===== config.mk =====
export PLATFORM = sky130hd
export DESIGN_NAME = triangle_scanline_rasterizer_core_flat
export DESIGN_NICKNAME = d
export VERILOG_FILES = /design/src/sv/trirast_pkg.sv /design/src/sv/trirast_ifs.sv /design/src/sv/trirast_csr.sv /design/src/sv/trirast_edge_walk.sv /design/src/sv/triangle_scanline_rasterizer_core.sv /design/src/flat_wrapper.sv
export SDC_FILE = /design/constraint.sdc
export NUM_CORES = 1
export LEC_CHECK = 0
export BUFFER_PORTS_ARGS = -buffer_cell sky130_fd_sc_hd__buf_2
export CAP_MARGIN = 10
export CORE_ASPECT_RATIO = 0.8
export CORE_UTILIZATION = 50
export CTS_CLUSTER_DIAMETER = 120
export DETAILED_ROUTE_END_ITERATION = 6
export GPL_ROUTABILITY_DRIVEN = 0
export PLACE_DENSITY = 0.68
export REMOVE_ABC_BUFFERS = 1
export SYNTH_ARGS = -nofsm -noshare
export SYNTH_HDL_FRONTEND = slang
export SYNTH_SLANG_ARGS = --single-unit

===== constraint.sdc =====
create_clock -name clock -period 6.9 [get_ports clock]
set_input_delay 1.035 -clock clock [delete_from_list [all_inputs] [get_ports clock]]
set_output_delay 1.035 -clock clock [all_outputs]
set_load 0.01 [all_outputs]

===== src/sv/trirast_pkg.sv =====
// Shared constants, codes and types of the triangle scan-line rasterizer.
package trirast_pkg;

   localparam int COORD_BITS = 12;
   localparam int COLOR_BITS = 16;
   localparam int LEN_BITS   = 12;
   localparam int SPAN_BITS  = 11;
   localparam int MAX_BUFFER = 2048;
   localparam int DELTA_BITS = COORD_BITS + 1;
   localparam int ERR_BITS   = COORD_BITS + 2;
   localparam int NUM_EDGES  = 3;
   localparam int CNT_BITS   = 2;
   localparam int NUM_REGS   = 8;
   localparam int REG_BITS   = $clog2(NUM_REGS);
   localparam int ADDR_BITS  = REG_BITS + 2;
   localparam int DATA_BITS  = 32;

   typedef logic signed [COORD_BITS-1:0] coord_type;
   typedef logic        [COLOR_BITS-1:0] color_type;
   typedef logic        [LEN_BITS-1:0]   len_type;
   typedef logic        [SPAN_BITS-1:0]  span_type;

   localparam len_type MAX_LEN = len_type'(MAX_BUFFER);

   typedef enum logic [REG_BITS-1:0] {
      REG_VERTEX_A_X,
      REG_VERTEX_A_Y,
      REG_VERTEX_B_X,
      REG_VERTEX_B_Y,
      REG_VERTEX_C_X,
      REG_VERTEX_C_Y,
      REG_DRAW_COLOR,
      REG_FILL_MODE
   } reg_idx_type;

   typedef enum logic [1:0] {
      EDGE_AB,
      EDGE_AC,
      EDGE_BC
   } edge_type;

   typedef enum logic [1:0] {
      ST_IDLE,
      ST_LAUNCH,
      ST_WAIT,
      ST_EMIT
   } state_type;

   typedef struct packed {
      coord_type va_x;
      coord_type va_y;
      coord_type vb_x;
      coord_type vb_y;
      coord_type vc_x;
      coord_type vc_y;
      color_type color;
      logic      fill;
   } cfg_type;

   typedef struct packed {
      coord_type xs;
      coord_type ys;
      coord_type xe;
      coord_type ye;
      coord_type line;
      coord_type wx;
      len_type   n;
   } walk_cmd_type;

   typedef struct packed {
      logic     busy;
      logic     done;
      logic     any;
      span_type lo;
      span_type hi;
   } walk_res_type;

endpackage


===== src/sv/trirast_ifs.sv =====
// Valid/ready channel interfaces for scan-line requests and span results.
interface trirast_req_if;
   import trirast_pkg::*;

   logic      valid;
   logic      ready;
   coord_type scan_line;
   coord_type window_start_x;
   len_type   buffer_length;

   modport source (output valid, output scan_line, output window_start_x,
                   output buffer_length, input ready);
   modport sink (input valid, input scan_line, input window_start_x,
                 input buffer_length, output ready);
endinterface

interface trirast_rsp_if;
   import trirast_pkg::*;

   logic      valid;
   logic      ready;
   logic      span_valid;
   span_type  span_low;
   span_type  span_high;
   color_type pixel_color;
   logic      last_result;

   modport source (output valid, output span_valid, output span_low, output span_high,
                   output pixel_color, output last_result, input ready);
   modport sink (input valid, input span_valid, input span_low, input span_high,
                 input pixel_color, input last_result, output ready);
endinterface


===== src/sv/trirast_csr.sv =====
// APB-style configuration register file: vertices, color and fill mode.
module trirast_csr (
   input  logic                                 clock,
   input  logic                                 reset,
   input  logic                                 csr_psel,
   input  logic                                 csr_penable,
   input  logic                                 csr_pwrite,
   input  logic [trirast_pkg::ADDR_BITS-1:0]    csr_paddr,
   input  logic [trirast_pkg::DATA_BITS-1:0]    csr_pwdata,
   output logic [trirast_pkg::DATA_BITS-1:0]    csr_prdata,
   output logic                                 csr_pready,
   output trirast_pkg::cfg_type                 cfg
);
   import trirast_pkg::*;

   cfg_type     cfg_ff, cfg_in;
   reg_idx_type idx;
   logic        wr_en;
   coord_type   wr_coord;

   assign idx        = reg_idx_type'(csr_paddr[ADDR_BITS-1:2]);
   assign wr_en      = csr_psel && csr_penable && csr_pwrite;
   assign wr_coord   = coord_type'(csr_pwdata[COORD_BITS-1:0]);
   assign csr_pready = 1'b1;
   assign cfg        = cfg_ff;

   always_comb begin
      cfg_in = cfg_ff;
      if (wr_en) begin
         unique case (idx)
            REG_VERTEX_A_X: cfg_in.va_x  = wr_coord;
            REG_VERTEX_A_Y: cfg_in.va_y  = wr_coord;
            REG_VERTEX_B_X: cfg_in.vb_x  = wr_coord;
            REG_VERTEX_B_Y: cfg_in.vb_y  = wr_coord;
            REG_VERTEX_C_X: cfg_in.vc_x  = wr_coord;
            REG_VERTEX_C_Y: cfg_in.vc_y  = wr_coord;
            REG_DRAW_COLOR: cfg_in.color = csr_pwdata[COLOR_BITS-1:0];
            REG_FILL_MODE:  cfg_in.fill  = csr_pwdata[0];
            default:        cfg_in       = cfg_ff;
         endcase
      end
   end

   always_comb begin
      unique case (idx)
         REG_VERTEX_A_X: csr_prdata = DATA_BITS'($unsigned(cfg_ff.va_x));
         REG_VERTEX_A_Y: csr_prdata = DATA_BITS'($unsigned(cfg_ff.va_y));
         REG_VERTEX_B_X: csr_prdata = DATA_BITS'($unsigned(cfg_ff.vb_x));
         REG_VERTEX_B_Y: csr_prdata = DATA_BITS'($unsigned(cfg_ff.vb_y));
         REG_VERTEX_C_X: csr_prdata = DATA_BITS'($unsigned(cfg_ff.vc_x));
         REG_VERTEX_C_Y: csr_prdata = DATA_BITS'($unsigned(cfg_ff.vc_y));
         REG_DRAW_COLOR: csr_prdata = DATA_BITS'(cfg_ff.color);
         REG_FILL_MODE:  csr_prdata = DATA_BITS'(cfg_ff.fill);
         default:        csr_prdata = '0;
      endcase
   end

   always_ff @(posedge clock) begin
      if (reset) begin
         cfg_ff <= '0;
      end else begin
         cfg_ff <= cfg_in;
      end
   end

endmodule


===== src/sv/trirast_edge_walk.sv =====
// Bresenham edge stepper: one step per cycle, collects the clipped run on the scan line.
module trirast_edge_walk (
   input  logic                      clock,
   input  logic                      reset,
   input  logic                      start,
   input  trirast_pkg::walk_cmd_type cmd,
   output trirast_pkg::walk_res_type res
);
   import trirast_pkg::*;

   typedef logic signed [DELTA_BITS-1:0] delta_type;
   typedef logic signed [ERR_BITS-1:0]   err_type;
   typedef logic signed [ERR_BITS:0]     dbl_type;

   logic      busy_ff, busy_in;
   logic      done_ff, done_in;
   logic      any_ff, any_in;
   span_type  lo_ff, lo_in;
   span_type  hi_ff, hi_in;
   coord_type x_ff, x_in;
   coord_type y_ff, y_in;
   coord_type xe_ff, xe_in;
   coord_type ye_ff, ye_in;
   coord_type line_ff, line_in;
   coord_type wx_ff, wx_in;
   len_type   n_ff, n_in;
   delta_type dx_ff, dx_in;
   delta_type dy_ff, dy_in;
   err_type   err_ff, err_in;
   logic      sx_neg_ff, sx_neg_in;
   logic      sy_neg_ff, sy_neg_in;

   // setup
   delta_type dxs, dys, setup_dx, setup_dy;
   logic      spans;
   // step
   dbl_type   e2;
   logic      x_step, y_step;
   err_type   dx_term, dy_term;
   delta_type r;
   span_type  r_idx;
   logic      on_line, in_buf, hit, at_end, finish;

   assign dxs      = DELTA_BITS'(cmd.xe) - DELTA_BITS'(cmd.xs);
   assign dys      = DELTA_BITS'(cmd.ye) - DELTA_BITS'(cmd.ys);
   assign setup_dx = dxs[DELTA_BITS-1] ? -dxs : dxs;
   assign setup_dy = dys[DELTA_BITS-1] ? -dys : dys;
   assign spans    = (cmd.line >= cmd.ys && cmd.line <= cmd.ye) ||
                     (cmd.line >= cmd.ye && cmd.line <= cmd.ys);

   assign e2      = signed'({err_ff, 1'b0});
   assign x_step  = e2 > -(ERR_BITS+1)'(dy_ff);
   assign y_step  = e2 < (ERR_BITS+1)'(dx_ff);
   assign dx_term = y_step ? ERR_BITS'(dx_ff) : err_type'(0);
   assign dy_term = x_step ? ERR_BITS'(dy_ff) : err_type'(0);

   assign r       = DELTA_BITS'(x_ff) - DELTA_BITS'(wx_ff);
   assign r_idx   = r[SPAN_BITS-1:0];
   assign on_line = (y_ff == line_ff);
   assign in_buf  = !r[DELTA_BITS-1] && ($unsigned(r) < DELTA_BITS'(n_ff));
   assign hit     = on_line && in_buf;
   assign at_end  = (x_ff == xe_ff) && (y_ff == ye_ff);
   // leaving the scan line ends the run, y only moves toward the end vertex
   assign finish  = at_end || (on_line && y_step);

   always_comb begin
      busy_in   = busy_ff;
      done_in   = 1'b0;
      any_in    = any_ff;
      lo_in     = lo_ff;
      hi_in     = hi_ff;
      x_in      = x_ff;
      y_in      = y_ff;
      xe_in     = xe_ff;
      ye_in     = ye_ff;
      line_in   = line_ff;
      wx_in     = wx_ff;
      n_in      = n_ff;
      dx_in     = dx_ff;
      dy_in     = dy_ff;
      err_in    = err_ff;
      sx_neg_in = sx_neg_ff;
      sy_neg_in = sy_neg_ff;
      if (start) begin
         busy_in   = spans;
         done_in   = !spans;
         any_in    = 1'b0;
         x_in      = cmd.xs;
         y_in      = cmd.ys;
         xe_in     = cmd.xe;
         ye_in     = cmd.ye;
         line_in   = cmd.line;
         wx_in     = cmd.wx;
         n_in      = cmd.n;
         dx_in     = setup_dx;
         dy_in     = setup_dy;
         err_in    = ERR_BITS'(setup_dx) - ERR_BITS'(setup_dy);
         sx_neg_in = !(cmd.xs < cmd.xe);
         sy_neg_in = !(cmd.ys < cmd.ye);
      end else if (busy_ff) begin
         if (hit) begin
            any_in = 1'b1;
            lo_in  = (!any_ff || r_idx < lo_ff) ? r_idx : lo_ff;
            hi_in  = (!any_ff || r_idx > hi_ff) ? r_idx : hi_ff;
         end
         if (finish) begin
            busy_in = 1'b0;
            done_in = 1'b1;
         end else begin
            err_in = err_ff - dy_term + dx_term;
            if (x_step) begin
               x_in = sx_neg_ff ? x_ff - COORD_BITS'(1) : x_ff + COORD_BITS'(1);
            end
            if (y_step) begin
               y_in = sy_neg_ff ? y_ff - COORD_BITS'(1) : y_ff + COORD_BITS'(1);
            end
         end
      end
   end

   always_ff @(posedge clock) begin
      if (reset) begin
         busy_ff <= 1'b0;
         done_ff <= 1'b0;
         any_ff  <= 1'b0;
      end else begin
         busy_ff <= busy_in;
         done_ff <= done_in;
         any_ff  <= any_in;
      end
   end

   always_ff @(posedge clock) begin
      lo_ff     <= lo_in;
      hi_ff     <= hi_in;
      x_ff      <= x_in;
      y_ff      <= y_in;
      xe_ff     <= xe_in;
      ye_ff     <= ye_in;
      line_ff   <= line_in;
      wx_ff     <= wx_in;
      n_ff      <= n_in;
      dx_ff     <= dx_in;
      dy_ff     <= dy_in;
      err_ff    <= err_in;
      sx_neg_ff <= sx_neg_in;
      sy_neg_ff <= sy_neg_in;
   end

   assign res = '{busy: busy_ff, done: done_ff, any: any_ff, lo: lo_ff, hi: hi_ff};

endmodule


===== src/sv/triangle_scanline_rasterizer_core.sv =====
// Sequence: per edge, the walker is launched and takes Bresenham steps from its first vertex
// to the end of its run on the scan line; edges not crossing the line end without stepping.
// Then the 1 to 3 results are sent one at a time, as the sink takes them.
// Throughput: one scan line at a time, set by the single edge stepping unit.
// Reset: synchronous, active high; clears control state and all configuration to 0.
module triangle_scanline_rasterizer_core (
   input  logic                              clock,
   input  logic                              reset,
   trirast_req_if.sink                       req_if,
   trirast_rsp_if.source                     rsp_if,
   input  logic                              csr_psel,
   input  logic                              csr_penable,
   input  logic                              csr_pwrite,
   input  logic [trirast_pkg::ADDR_BITS-1:0] csr_paddr,
   input  logic [trirast_pkg::DATA_BITS-1:0] csr_pwdata,
   output logic [trirast_pkg::DATA_BITS-1:0] csr_prdata,
   output logic                              csr_pready
);
   import trirast_pkg::*;

   cfg_type      cfg;
   walk_cmd_type walk_cmd;
   walk_res_type walk_res;
   logic         walk_start;

   state_type             state_ff, state_in;
   edge_type              edge_ff, edge_in;
   coord_type             line_ff, line_in;
   coord_type             wx_ff, wx_in;
   len_type               n_ff, n_in;
   logic [CNT_BITS-1:0]   cnt_ff, cnt_in;
   logic [CNT_BITS-1:0]   emit_ff, emit_in;
   span_type              slot_lo_ff [NUM_EDGES];
   span_type              slot_lo_in [NUM_EDGES];
   span_type              slot_hi_ff [NUM_EDGES];
   span_type              slot_hi_in [NUM_EDGES];

   logic      rsp_valid_ff, rsp_valid_in;
   logic      rsp_span_valid_ff, rsp_span_valid_in;
   span_type  rsp_lo_ff, rsp_lo_in;
   span_type  rsp_hi_ff, rsp_hi_in;
   color_type rsp_color_ff, rsp_color_in;
   logic      rsp_last_ff, rsp_last_in;

   logic      emit_last;

   trirast_csr u_csr (
      .clock       (clock),
      .reset       (reset),
      .csr_psel    (csr_psel),
      .csr_penable (csr_penable),
      .csr_pwrite  (csr_pwrite),
      .csr_paddr   (csr_paddr),
      .csr_pwdata  (csr_pwdata),
      .csr_prdata  (csr_prdata),
      .csr_pready  (csr_pready),
      .cfg         (cfg)
   );

   trirast_edge_walk u_walk (
      .clock (clock),
      .reset (reset),
      .start (walk_start),
      .cmd   (walk_cmd),
      .res   (walk_res)
   );

   assign req_if.ready = (state_ff == ST_IDLE);

   // edge endpoints, each walked from its first named vertex
   always_comb begin
      walk_cmd.line = line_ff;
      walk_cmd.wx   = wx_ff;
      walk_cmd.n    = n_ff;
      unique case (edge_ff)
         EDGE_AB: begin
            walk_cmd.xs = cfg.va_x;
            walk_cmd.ys = cfg.va_y;
            walk_cmd.xe = cfg.vb_x;
            walk_cmd.ye = cfg.vb_y;
         end
         EDGE_AC: begin
            walk_cmd.xs = cfg.va_x;
            walk_cmd.ys = cfg.va_y;
            walk_cmd.xe = cfg.vc_x;
            walk_cmd.ye = cfg.vc_y;
         end
         default: begin
            walk_cmd.xs = cfg.vb_x;
            walk_cmd.ys = cfg.vb_y;
            walk_cmd.xe = cfg.vc_x;
            walk_cmd.ye = cfg.vc_y;
         end
      endcase
   end

   assign emit_last = (emit_ff == cnt_ff - CNT_BITS'(1));

   always_comb begin
      state_in          = state_ff;
      edge_in           = edge_ff;
      line_in           = line_ff;
      wx_in             = wx_ff;
      n_in              = n_ff;
      cnt_in            = cnt_ff;
      emit_in           = emit_ff;
      slot_lo_in        = slot_lo_ff;
      slot_hi_in        = slot_hi_ff;
      walk_start        = 1'b0;
      rsp_valid_in      = rsp_valid_ff && !rsp_if.ready;
      rsp_span_valid_in = rsp_span_valid_ff;
      rsp_lo_in         = rsp_lo_ff;
      rsp_hi_in         = rsp_hi_ff;
      rsp_color_in      = rsp_color_ff;
      rsp_last_in       = rsp_last_ff;

      unique case (state_ff)
         ST_IDLE: begin
            if (req_if.valid) begin
               line_in  = req_if.scan_line;
               wx_in    = req_if.window_start_x;
               n_in     = (req_if.buffer_length > MAX_LEN) ? MAX_LEN : req_if.buffer_length;
               cnt_in   = '0;
               edge_in  = EDGE_AB;
               state_in = ST_LAUNCH;
            end
         end
         ST_LAUNCH: begin
            walk_start = 1'b1;
            state_in   = ST_WAIT;
         end
         ST_WAIT: begin
            if (walk_res.done) begin
               if (walk_res.any) begin
                  if (cfg.fill) begin
                     // fill keeps one running min/max span in slot zero
                     if (cnt_ff == '0) begin
                        slot_lo_in[0] = walk_res.lo;
                        slot_hi_in[0] = walk_res.hi;
                     end else begin
                        if (walk_res.lo < slot_lo_ff[0]) slot_lo_in[0] = walk_res.lo;
                        if (walk_res.hi > slot_hi_ff[0]) slot_hi_in[0] = walk_res.hi;
                     end
                     cnt_in = CNT_BITS'(1);
                  end else begin
                     slot_lo_in[cnt_ff] = walk_res.lo;
                     slot_hi_in[cnt_ff] = walk_res.hi;
                     cnt_in             = cnt_ff + CNT_BITS'(1);
                  end
               end
               unique case (edge_ff)
                  EDGE_AB: begin
                     edge_in  = EDGE_AC;
                     state_in = ST_LAUNCH;
                  end
                  EDGE_AC: begin
                     edge_in  = EDGE_BC;
                     state_in = ST_LAUNCH;
                  end
                  default: begin
                     emit_in  = '0;
                     state_in = ST_EMIT;
                  end
               endcase
            end
         end
         ST_EMIT: begin
            if (!rsp_valid_ff || rsp_if.ready) begin
               rsp_valid_in = 1'b1;
               if (cnt_ff == '0) begin
                  rsp_span_valid_in = 1'b0;
                  rsp_lo_in         = '0;
                  rsp_hi_in         = '0;
                  rsp_color_in      = '0;
                  rsp_last_in       = 1'b1;
                  state_in          = ST_IDLE;
               end else begin
                  rsp_span_valid_in = 1'b1;
                  rsp_lo_in         = slot_lo_ff[emit_ff];
                  rsp_hi_in         = slot_hi_ff[emit_ff];
                  rsp_color_in      = cfg.color;
                  rsp_last_in       = emit_last;
                  emit_in           = emit_ff + CNT_BITS'(1);
                  if (emit_last) state_in = ST_IDLE;
               end
            end
         end
         default: state_in = ST_IDLE;
      endcase
   end

   always_ff @(posedge clock) begin
      if (reset) begin
         state_ff     <= ST_IDLE;
         edge_ff      <= EDGE_AB;
         cnt_ff       <= '0;
         emit_ff      <= '0;
         rsp_valid_ff <= 1'b0;
      end else begin
         state_ff     <= state_in;
         edge_ff      <= edge_in;
         cnt_ff       <= cnt_in;
         emit_ff      <= emit_in;
         rsp_valid_ff <= rsp_valid_in;
      end
   end

   always_ff @(posedge clock) begin
      line_ff           <= line_in;
      wx_ff             <= wx_in;
      n_ff              <= n_in;
      slot_lo_ff        <= slot_lo_in;
      slot_hi_ff        <= slot_hi_in;
      rsp_span_valid_ff <= rsp_span_valid_in;
      rsp_lo_ff         <= rsp_lo_in;
      rsp_hi_ff         <= rsp_hi_in;
      rsp_color_ff      <= rsp_color_in;
      rsp_last_ff       <= rsp_last_in;
   end

   assign rsp_if.valid       = rsp_valid_ff;
   assign rsp_if.span_valid  = rsp_span_valid_ff;
   assign rsp_if.span_low    = rsp_lo_ff;
   assign rsp_if.span_high   = rsp_hi_ff;
   assign rsp_if.pixel_color = rsp_color_ff;
   assign rsp_if.last_result = rsp_last_ff;

`ifndef NO_ASSERTIONS
   a_walk_quiet_idle: assert property (@(posedge clock) disable iff (reset)
      state_ff == ST_IDLE |-> !walk_res.busy)
      else $error("edge walker busy while sequencer idle");

   a_done_in_wait: assert property (@(posedge clock) disable iff (reset)
      walk_res.done |-> state_ff == ST_WAIT)
      else $error("edge walk finished outside wait state");

   a_empty_is_last: assert property (@(posedge clock) disable iff (reset)
      rsp_valid_ff && !rsp_span_valid_ff |-> rsp_last_ff)
      else $error("empty result not marked last");

   a_fill_one_span: assert property (@(posedge clock) disable iff (reset)
      state_ff == ST_EMIT && cfg.fill |-> cnt_ff <= CNT_BITS'(1))
      else $error("fill mode holds more than one span");
`endif

endmodule

===== src/flat_wrapper.sv =====
// flat-port wrapper written by rule: the top's interface ports become plain ports
module triangle_scanline_rasterizer_core_flat import trirast_pkg::*;
  (clock, reset, csr_psel, csr_penable, csr_pwrite, csr_paddr, csr_pwdata, csr_prdata, csr_pready, req_if_valid, req_if_scan_line, req_if_window_start_x, req_if_buffer_length, req_if_ready, rsp_if_valid, rsp_if_span_valid, rsp_if_span_low, rsp_if_span_high, rsp_if_pixel_color, rsp_if_last_result, rsp_if_ready);
  trirast_req_if req_if_i ();
  trirast_rsp_if rsp_if_i ();
  input  logic clock;
  input  logic reset;
  input  logic csr_psel;
  input  logic csr_penable;
  input  logic csr_pwrite;
  input  logic [trirast_pkg::ADDR_BITS-1:0] csr_paddr;
  input  logic [trirast_pkg::DATA_BITS-1:0] csr_pwdata;
  output logic [trirast_pkg::DATA_BITS-1:0] csr_prdata;
  output logic csr_pready;
  input wire logic [$bits(req_if_i.valid)-1:0] req_if_valid;
  input wire logic [$bits(req_if_i.scan_line)-1:0] req_if_scan_line;
  input wire logic [$bits(req_if_i.window_start_x)-1:0] req_if_window_start_x;
  input wire logic [$bits(req_if_i.buffer_length)-1:0] req_if_buffer_length;
  output wire logic [$bits(req_if_i.ready)-1:0] req_if_ready;
  output wire logic [$bits(rsp_if_i.valid)-1:0] rsp_if_valid;
  output wire logic [$bits(rsp_if_i.span_valid)-1:0] rsp_if_span_valid;
  output wire logic [$bits(rsp_if_i.span_low)-1:0] rsp_if_span_low;
  output wire logic [$bits(rsp_if_i.span_high)-1:0] rsp_if_span_high;
  output wire logic [$bits(rsp_if_i.pixel_color)-1:0] rsp_if_pixel_color;
  output wire logic [$bits(rsp_if_i.last_result)-1:0] rsp_if_last_result;
  input wire logic [$bits(rsp_if_i.ready)-1:0] rsp_if_ready;
  assign req_if_i.valid = req_if_valid;
  assign req_if_i.scan_line = req_if_scan_line;
  assign req_if_i.window_start_x = req_if_window_start_x;
  assign req_if_i.buffer_length = req_if_buffer_length;
  assign req_if_ready = req_if_i.ready;
  assign rsp_if_valid = rsp_if_i.valid;
  assign rsp_if_span_valid = rsp_if_i.span_valid;
  assign rsp_if_span_low = rsp_if_i.span_low;
  assign rsp_if_span_high = rsp_if_i.span_high;
  assign rsp_if_pixel_color = rsp_if_i.pixel_color;
  assign rsp_if_last_result = rsp_if_i.last_result;
  assign rsp_if_i.ready = rsp_if_ready;
  triangle_scanline_rasterizer_core u_core (.clock(clock), .reset(reset), .req_if(req_if_i), .rsp_if(rsp_if_i), .csr_psel(csr_psel), .csr_penable(csr_penable), .csr_pwrite(csr_pwrite), .csr_paddr(csr_paddr), .csr_pwdata(csr_pwdata), .csr_prdata(csr_prdata), .csr_pready(csr_pready));
endmodule

After elaboration in Yosys (flattened, before gate mapping)
Index checks and enable logic that the tools add are counted.
W data, S select, Z words.
Storage, ports and cells
  bits in registers: 391
  bits in latches: 0
  bits in writable memories: 0
  bits in read-only memories: 0
  word-level logic and storage cells: 228
  memories: 0
Operators by class
  add/subtract/negate cells: 16
  multiply operators: 0
  div/mod/pow operators: 0
  $lt $le $gt $ge: 17
  equal/unequal tests: 26
  shift operators: 0
  muxes and demuxes: 65
  bitwise operators: 4
  reductions and logical operators: 56
Operators with widths (number)
  $pmux W32 S8: 1
  $mux W11: 11
  $mux W12: 10
  $pmux W48 S2: 1
  $mux W14: 5
  $bwmux W33: 2
  $bmux W11 S2: 2
  $sub A12 B12 Y13: 3
  $eq A12 B12 Y1: 3
  $reduce_and A4 Y1: 8
  $mux W2: 15
  $mux W13: 2
  $neg A13 Y13: 2
  $add A12 B2 Y12 const B: 2
  $ge A12 B12 Y1: 2
  $le A12 B12 Y1: 2
  $lt A12 B12 Y1: 2
  $reduce_and A2 Y1: 12
  $sub A12 B2 Y12 const B: 2
  $demux W11 S2: 1
  $gt A11 B11 Y1: 2
  $lt A11 B11 Y1: 2
  $pmux W2 S2: 4
  $gt A15 B15 Y1: 1
  other kinds (33): 87

Longest topological paths before layout
Gate-level depths: netlist of the first run.
  word-level depth: 8
  depth in mapped cells: 28
  depth with buffers taken out: 28

Hierarchy
Synthesis of the first run repeated with hierarchy kept, for this count alone.
Unflattened totals
  cell total of the unflattened synthesis: 2193
  area total of the unflattened synthesis: 23804.1 um^2
By module, submodules not included
  trirast_edge_walk: times used 1, cells each 1251, area each 12463.2 um^2, sequential area each 4504.3 um^2
  triangle_scanline_rasterizer_core: times used 1, cells each 497, area each 6799.0 um^2, sequential area each 4444.3 um^2
  trirast_csr: times used 1, cells each 445, area each 4541.9 um^2, sequential area each 1781.7 um^2

Least setup slack after synthesis of the first run
No wires, ideal clock.
  kind: reg-to-reg
  start point: register u_core.edge_ff[1]
  end point: register u_core.u_walk.err_ff[13] (data pin)
  library setup time: 0.149 ns
  data arrival time: 5.873 ns
  setup slack: 0.878 ns
  stages on the path, launching flop included: 26
  buffers on the path: 6
  clock period less this slack: 6.022 ns
  cells stage by stage: dfxtp_1 buf_2 buf_2 buf_1 buf_1 mux2i_1 ha_1 clkbuf_1 nand3_1 o311ai_1 nand2b_1 a41o_1 clkbuf_1 nand2_1 a21boi_0 ha_1 nor2b_1 o21ai_0 a21boi_0 o21ai_0 a21boi_0 o2111ai_1 a31oi_1 a2111oi_0 a21oi_1 mux2i_1
On the way
  cells in the longest elaborated chain, start to end: 7
  elaborated cells on any way between the ends: 11
  classes of those cells: 5 x add/sub; 1 x eq/ne; 4 x mux; 1 x reduce/logical
Ends and longest elaborated chain
  start, declared: RTL line triangle_scanline_rasterizer_core.sv:27  | edge_type edge_ff, edge_in;
  start signal, assigned: RTL line triangle_scanline_rasterizer_core.sv:201  | edge_ff <= edge_in;
  $eq A2 B1 Y1 / $logic_not A2 Y1 (equally long branches): RTL line triangle_scanline_rasterizer_core.sv:75  | unique case (edge_ff)
  $pmux W48 S2 (*): RTL line triangle_scanline_rasterizer_core.sv:75
  $sub A12 B12 Y13, on equally long branches: RTL line trirast_edge_walk.sv:44, trirast_edge_walk.sv:45
  $neg A13 Y13, on equally long branches: RTL line trirast_edge_walk.sv:46, trirast_edge_walk.sv:47
  $mux W13, on equally long branches: RTL line trirast_edge_walk.sv:46, trirast_edge_walk.sv:47
  $sub A13 B13 Y14 (*): RTL line trirast_edge_walk.sv:97  | err_in = ERR_BITS'(setup_dx) - ERR_BITS'(setup_dy);
  $mux W14 (*): RTL line trirast_edge_walk.sv:84  | if (start) begin
  via u_core.u_walk.err_in[13]: RTL line trirast_edge_walk.sv:29  | err_type err_ff, err_in;
  end signal, assigned: RTL line trirast_edge_walk.sv:145  | err_ff <= err_in;
  end, declared: RTL line trirast_edge_walk.sv:29
Mark *: on every way through the listed nets, which the timed path passes. The rest lies on a longest branch.
A chain may end at the register's enable or synchronous reset.

Final worst setup path of the first run
Ends and elaborated chain as after synthesis.

==> metrics, run 1 <==
GR Util met2=0.3714; Max transition margin=0.1633; Final period util=0.9230; clk sinks=between 300 and 400; Die Span Y=approximately 190 microns; r2r setup slk=530 ps; crit path DAT=6750 ps; Yosys reg bits=slightly below 400; initial DRC count=approximately 1300; fin cells=a little over 3000; Post-synth EDFFs=just under 300; Ant. Diodes=0; GRT Max-Usage Layer=met2; Initial Util=0.5126; met3 Track Usage GR=0.04249; vias per inst=5.670; worst slew pin tran=about 1300 ps; FF-to-FF Start=u_core.edge_ff[1]; Initial DRT Pass Iterations=6; Tmin final=about 6400 ps; hold_buf cts=0; Setup Skew=just under 30 ps; post-CTS setup buffer count=0; area grow syn2layout=11.00%; TritonCTS Buffers=41; Via Count=between 15000 and 20000; Synth Cell Area=~23000 sq um; Worst Path Required=7280 ps; Hold Violations, Final=0; first-pass GRT wire length=approximately 91 mm; Clock Latency Late Sink=approximately 550 ps; Hold EP=u_core.u_walk.wx_ff[10]; Synth Instances=around 2300; Post-synth ARST share=0; Worst R2R Path Depth=21; Die Wd=around 240 microns; DRC=0; Worst Setup Start Kind=register; sequential area share after synthesis=0.4654; routed len/inst=between 15 and 20 microns; initial antenna violation count=1; unrepaired setup endpoints after global routing=false; Ports=~160; Seq pwr share=0.376; run status=complete, no violations; antenna-violating nets left=0; GRT Residual Overflow=0; gr usage total=0.2436; highest fanout seen on the critical path=14; Warnings, synthesis=0; Switch Pwr=between 2 and 3 mW; crit path capture type=register; Comb power frac=0.340; worst min path class=reg2reg; f_max=157.0 MHz; internal power=slightly above 5 mW; Static Leak=10.36 nW; clock group share of total power=0.285; IO buf count=119; met1 Resource Use GR=0.3504; TritonCTS clock tree=yes; Design Power=a little under 8 mW; VDD IR-drop max=between 0.00015 and 0.0002 V; H-tree levels=2; fin util=0.5691; Sw Ratio=0.3319; setup TNS=0 ps; Rows=69; Register Area=about 11000 sq um; # fillers=about 3800; Clk pin slew, worst setup/hold paths=60 ps; PwrDens=between 300 and 400 nW/um^2; Main synth FF type=edfxtp_1; reg2reg end=u_core.u_walk.err_ff[13]; Syn Area/Cell=between 10 and 15 sq um; hold path startpoint=u_core.wx_ff[10]; area occupied by multi-input gates=between 10000 and 15000 sq um; CTS root buf=clkbuf_16; nets@finish=around 2700; fin. max-slew vios=0; core area=approximately 45000 sq um; post-synth cell types=81; Inst Count DP=~2900; Die ar.=around 47000 sq um; reported max-cap violation count=0; worst setup path category=reg2reg; share of layout cells above drive strength 1=0.1053; Routed WL=a little under 60 mm; WHS Path Cells=0; worst-case clock buffer depth=3; vias in the first global route=16677; final setup vio count=0; pin count of the biggest net entering global routing=102; DP Wirelength=around 42 mm
[cell families after synthesis]
group,after synthesis,share of synthesized area
muxes,120,0.05448
AOI/OAI and AO/OA,453,0.1190
adders and majority gates,210,0.1197
DFF,391,0.4654
and+or+nand+nor,653,0.1311
other,2,0.0003257
xor gates and xnor gates,149,0.05660
buffers and inverters,309,0.05345
[flip-flops by register name (all words and copies together) (netlist names), 13 cells and up]
| signal | flops |
|---|---|
| u_core.u_walk.err_ff | 14 |
| u_core.slot_hi_ff | 33 |
| u_core.u_walk.dy_ff | 13 |
| u_core.slot_lo_ff | 33 |
| u_core.rsp_if.pixel_color | 16 |
| u_core.u_walk.dx_ff | 13 |
| u_core.u_csr.cfg | 89 |
[worst max path at each step]
| stage | cells past startpoint | from | slack [ps] | to |
|---|---|---|---|---|
| global placement | 25 | u_core.edge_ff[1] | 830 | u_core.u_walk.err_ff[13] |
| detailed placement | 25 | u_core.edge_ff[1] | 550 | u_core.u_walk.err_ff[13] |
| CTS | 25 | u_core.edge_ff[1] | 510 | u_core.u_walk.err_ff[13] |
| global route | 25 | u_core.edge_ff[1] | 60 | u_core.u_walk.err_ff[13] |
| floorplan | 24 | u_core.edge_ff[1] | 20 | u_core.u_walk.err_ff[12] |
| finish | 21 | u_core.edge_ff[1] | 530 | u_core.u_walk.err_ff[13] |
[through the flow]
| step | hold WS [ps] | worst slack (ps) | area (sq um) |
|---|---|---|---|
| floorplan | 400.3 | 23.73 | 22660 |
| global placement | 406.8 | 832.3 | 24240 |
| detailed placement | 404.5 | 550.4 | 24240 |
| CTS | 418.1 | 510.7 | 25580 |
| global route | 420.6 | 55.67 | 25600 |
| finish | 418.2 | 531.6 | 25600 |
[worst max-delay path, stage by stage (launching register included)]
cell	delay, ps
dfxtp_2	470
buf_4	250
buf_4	250
mux2i_1	530
ha_1	380
nand3_1	180
o311ai_1	510
nand2b_1	150
a41o_1	370
nand2_1	120
a21boi_0	600
ha_1	350
nor2b_1	130
o21ai_0	200
a21boi_0	160
o21ai_0	260
a21boi_0	210
o2111ai_1	290
a31oi_1	170
a2111oi_0	430
a21oi_1	80
mux2i_1	130
[synth_stat cells (21+ instances only)]
cell type    n  area (sq um)
a21o_1      35         262.8
a21oi_1    196         980.9
clkbuf_1    70         262.8
dfxtp_1    101          2022
edfxtp_1   290          8708
ha_1       191          2390
inv_1      206         773.2
mux2_2      21         236.5
mux2i_1     96         960.9
nand2_1    225         844.6
nand2b_1    24         150.1
nand3_1     21         105.1
nor2_1     201         754.5
nor2b_1     57         356.6
nor3_1      24         120.1
o21ai_0     86         430.4
xnor2_1    104         910.9
xor2_1      45         394.1
[per-layer routing]
layer,vias to the layer above,part of all wire
li1,8178,-
met3,106,0.076
met5,-,0
met2,615,0.44
met1,8248,0.46
met4,0,0.029
[cell usage in the layout, fill, tap and decap left out, types with 27 or more instances in the layout]
| cell | instances |
|---|---|
| edfxtp_1 | 290 |
| ha_1 | 190 |
| buf_2 | 118 |
| nor2b_1 | 57 |
| nand2_1 | 225 |
| clkbuf_16 | 42 |
| dfxtp_1 | 100 |
| a21oi_1 | 196 |
| buf_4 | 27 |
| mux2i_1 | 96 |
| nor2_1 | 200 |
| inv_1 | 205 |
| a21o_1 | 35 |
| xor2_1 | 45 |
| o21ai_0 | 85 |
| xnor2_1 | 104 |
[cell type report]
type / instances / area share
multi-input cells: 1602 / 0.4370
inverters: 207 / 0.03045
clock buffers: 57 / 0.04458
flip-flops and latches: 391 / 0.4193
well taps: 603 / 0.02948
repair buffers: 146 / 0.03158
clock inverters: 18 / 0.007626
[timing repair]
item	CTS	global route
endpoints found under the hold margin	0	0
resized for setup	0	1
endpoints found under the setup margin	0	1
[power groups by stage]
stage | clock [mW] | sequential, mW | combinational, mW
2_1_floorplan | 0 | 2.91 | 1.98
3_3_place_gp | 0 | 2.97 | 2.48
3_5_place_dp | 0 | 2.97 | 2.59
4_1_cts | 2.25 | 2.92 | 2.62
5_1_grt | 2.34 | 2.93 | 2.97
6_report | 2.21 | 2.92 | 2.64
Power figures use the tool's default switching activity.
==> run 2, diff against run 1 <==
--- a/config.mk
+++ b/config.mk
@@ -5,6 +5,7 @@
 export SDC_FILE = /design/constraint.sdc
 export NUM_CORES = 1
 export LEC_CHECK = 0
+export ABC_AREA = 1
 export BUFFER_PORTS_ARGS = -buffer_cell sky130_fd_sc_hd__buf_2
 export CAP_MARGIN = 10
 export CORE_ASPECT_RATIO = 0.8
@@ -12,7 +13,7 @@
 export CTS_CLUSTER_DIAMETER = 120
 export DETAILED_ROUTE_END_ITERATION = 6
 export GPL_ROUTABILITY_DRIVEN = 0
-export PLACE_DENSITY = 0.68
+export PLACE_DENSITY = 0.75
 export REMOVE_ABC_BUFFERS = 1
 export SYNTH_ARGS = -nofsm -noshare
 export SYNTH_HDL_FRONTEND = slang
==> metrics, run 2 <==
run status=finished with violations; violated checks=design-rule violations; most numerous cell in the Yosys netlist=nand2_1; Buf/Inv on CP=4 (+2); Post-Synth XOR/XNOR Area=0.03803 (-0.01857); setup TNS=0 ps (unchanged); FF-to-FF Start=u_core.u_walk.dy_ff[0]; Warnings, synthesis=0 (unchanged); antenna-violating nets left=0 (unchanged); WP depth=34 (+62%); first-pass GRT wire length=96.15 mm (+5.7%); Final period util=0.8731 (-0.04987); post-synthesis mux area share=0.003433 (-0.05105); Ant. Diodes=0 (unchanged); Routed WL=60.52 mm (+4.9%); gr usage total=0.2543 (+0.01072); Initial Util=0.5083 (-0.004382); Comb power frac=0.597 (+0.257); clk sinks=391 (unchanged); top cells by area, synth=edfxtp_1 (37%), ha_1 (10%), dfxtp_1 (8.7%), nand2_1 (6.7%), inv_1 (6.1%); slowest stage delay, CP=490 ps (-110 ps); Initial DRT Pass Iterations=7 (+1); reg2reg end=u_core.u_walk.err_ff[10]; Worst Setup EP=u_core.u_walk.err_ff[10]; routed len/inst=17.73 microns (-7.1%); H-tree levels=2 (unchanged); largest family of logic cells by synthesized area=simple AND/OR/NAND/NOR gates; fin util=0.5635 (-0.005534); Yosys reg bits=391 (unchanged); vias per inst=5.596 (-1.3%); GRT Residual Overflow=0 (unchanged); slowest CP cell=fa_1; share of layout cells above drive strength 1=0.09850 (-0.006827); TritonCTS Buffers=43 (+4.9%); Switch Pwr=6.799 mW (+160%); DRC=3 (+3); Via Count=19104 (+11%); area grow syn2layout=10.87%; Tmin final=6024 ps (-344.1 ps); Post-synth top cells=nand2_1 (417), inv_1 (377), edfxtp_1 (290); clock group share of total power=0.151 (-0.134); Hold Violations, Final=0 (unchanged); Synth Instances=2654 (+16%); Clk pin slew, worst setup/hold paths=60 ps (about the same); PwrDens=557.6 nW/um^2 (+84%); post-synth top area share=0.3733 (-0.004335); most used cell, CP=nand2_1; crit path DAT=6340 ps (-410 ps); Max transition margin=0.1771 (+0.01381); DP Wirelength=45.31 mm (+6.7%); commonest non-fill, non-tap cell in the layout=nand2_1; Ports=155 (unchanged); hold_buf cts=0 (unchanged); worst slew pin tran=1234 ps (-16.10 ps); leading area contributor after synthesis=edfxtp_1; worst-case clock buffer depth=3 (unchanged); Synth Cell Area=23330 sq um (+1.2%); VDD IR-drop max=0.0004357 V (+140%); Post-synth EDFFs=290 (unchanged); core area=45890 sq um (+2.0%); reported max-cap violation count=0 (unchanged); highest fanout seen on the critical path=4 (-10); post-CTS setup buffer count=0 (unchanged); vias in the first global route=18256 (+9.5%); Die ar.=47530 sq um (+1.2%); sequential area share after synthesis=0.4600 (-0.005342); final setup vio count=0 (unchanged); Synth Area in Simple Gates=0.1645 (+0.03341); CP Launch Point=u_core.u_walk.dy_ff[0]; critical path's top delay family=simple AND/OR/NAND/NOR gates; worst setup path category=reg2reg; internal power=7.623 mW (+47%); highest-count cells in the layout ignoring fill and taps=nand2_1 (417), inv_1 (376), edfxtp_1 (290); nets@finish=3057 (+14%); worst min path class=reg2reg; Main synth FF type=edfxtp_1; Seq pwr share=0.252 (-0.124); Resize count post-CTS=0 (unchanged); post-synth cell types=58 (-28%); fin. max-slew vios=0 (unchanged); Syn Area/Cell=8.789 sq um (-13%); Design Power=14.42 mW (+85%); Worst Path Required=7220 ps (-60 ps); initial DRC count=1996 (+56%); CTS root buf=clkbuf_16; Hold Slack=410.2 ps (-8.007 ps); r2r setup slk=880 ps (+340 ps); adder-cell share of the synthesized area=0.1179 (-0.001803); crit path capture type=register; IO buf count=119 (unchanged); Clock Latency Late Sink=580 ps (+30 ps); f_max=166.0 MHz (+5.7%); Largest register FFs=89 (unchanged); Static Leak=11.46 nW (+11%); Die Span Y=195.2 microns (+0.57%); Worst R2R Path Depth=34 (+62%); unrepaired setup endpoints after global routing=false; Setup Skew=27.41 ps (-1.613 ps); Synth Area in Compound Gates=0.1343 (+0.01532); TritonCTS clock tree=yes; Rows=70 (+1.4%); initial antenna violation count=1 (unchanged); Sw Ratio=0.4714 (+0.1396); pin count of the biggest net entering global routing=96 (-5.9%); Worst Setup Start Kind=register; Die Wd=243.5 microns (+0.57%); Post-synth ARST share=0 (unchanged)
## run 2: cell count changes in the layout (fill, tap and decap cells not counted), sizes merged, moves of 35 or more
| cell | previous run | this run |
|---|---|---|
| inv | 208 | 390 |
| a21oi | 196 | 231 |
| nor2 | 203 | 272 |
| xnor2 | 104 | 23 |
| nand2 | 225 | 446 |
| nand3 | 21 | 99 |
| nor2b | 57 | 0 |
| mux2i | 97 | 8 |
| o21ai | 90 | 232 |
## run 2: how the worst min path moves through the flow
stage | start | cells past startpoint | to | slack, ps
after floorplan | u_core.n_ff[0] | 0 | u_core.u_walk.n_ff[0] | 400
after global placement | u_core.wx_ff[2] | 0 | u_core.u_walk.wx_ff[2] | 400
final | u_core.n_ff[2] | 0 | u_core.u_walk.n_ff[2] | 410
after detailed placement | u_core.n_ff[8] | 0 | u_core.u_walk.n_ff[8] | 400
after global routing | u_core.n_ff[3] | 0 | u_core.u_walk.n_ff[3] | 420
after CTS | u_core.n_ff[3] | 0 | u_core.u_walk.n_ff[3] | 410
## run 2: power groups by stage
stage          Combinational (mW)  Clock, mW  Sequential [mW]
4_1_cts                      8.47       2.20             3.62
2_1_floorplan                6.35          0             3.59
5_1_grt                      9.75       2.30             3.67
3_5_place_dp                 8.39          0             3.67
3_3_place_gp                 7.98          0             3.66
6_report                     8.61       2.18             3.63
## run 2: per-layer routing
layer	share of wire	up-vias	track usage
met5	0.00021	-	0
met4	0.029	2	0.08712
met3	0.096	111	0.05291
met2	0.44	815	0.3960
met1	0.43	8987	0.3520
li1	-	9189	-
## run 2: layout make-up
class,count,area [sq um]
Clock buffer,59,1152
Inverter,389,1465
Fill cell,3961,20030
Clock inverter,20,166.4
Sequential cell,391,10730
Multi-Input combinational cell,1801,10790
Timing Repair Buffer,142,793.3
Tap cell,612,765.7
## run 2: through the flow
step / cells / area (sq um) / setup WS, ps
6_report: 3414 / 25860 / 875.7
5_1_grt: 3414 / 25860 / 230.1
4_1_cts: 3411 / 25810 / 858.3
3_5_place_dp: 3332 / 24500 / 882.7
3_3_place_gp: 3332 / 24500 / 1032
2_1_floorplan: 2581 / 22950 / -2725
## run 2: cell families (layout without fill, tap and decap cells)
| family | after synthesis | after routing |
|---|---|---|
| AND/OR/NAND/NOR | 899 | 899 |
| AO/OA/AOI/OAI | 571 | 571 |
| buffers and inverters | 477 | 610 |
| flip-flops | 391 | 391 |
| adder cells (fa/ha/maj) | 209 | 209 |
| XOR/XNOR | 97 | 97 |
| multiplexers | 8 | 8 |
| other | 2 | 17 |
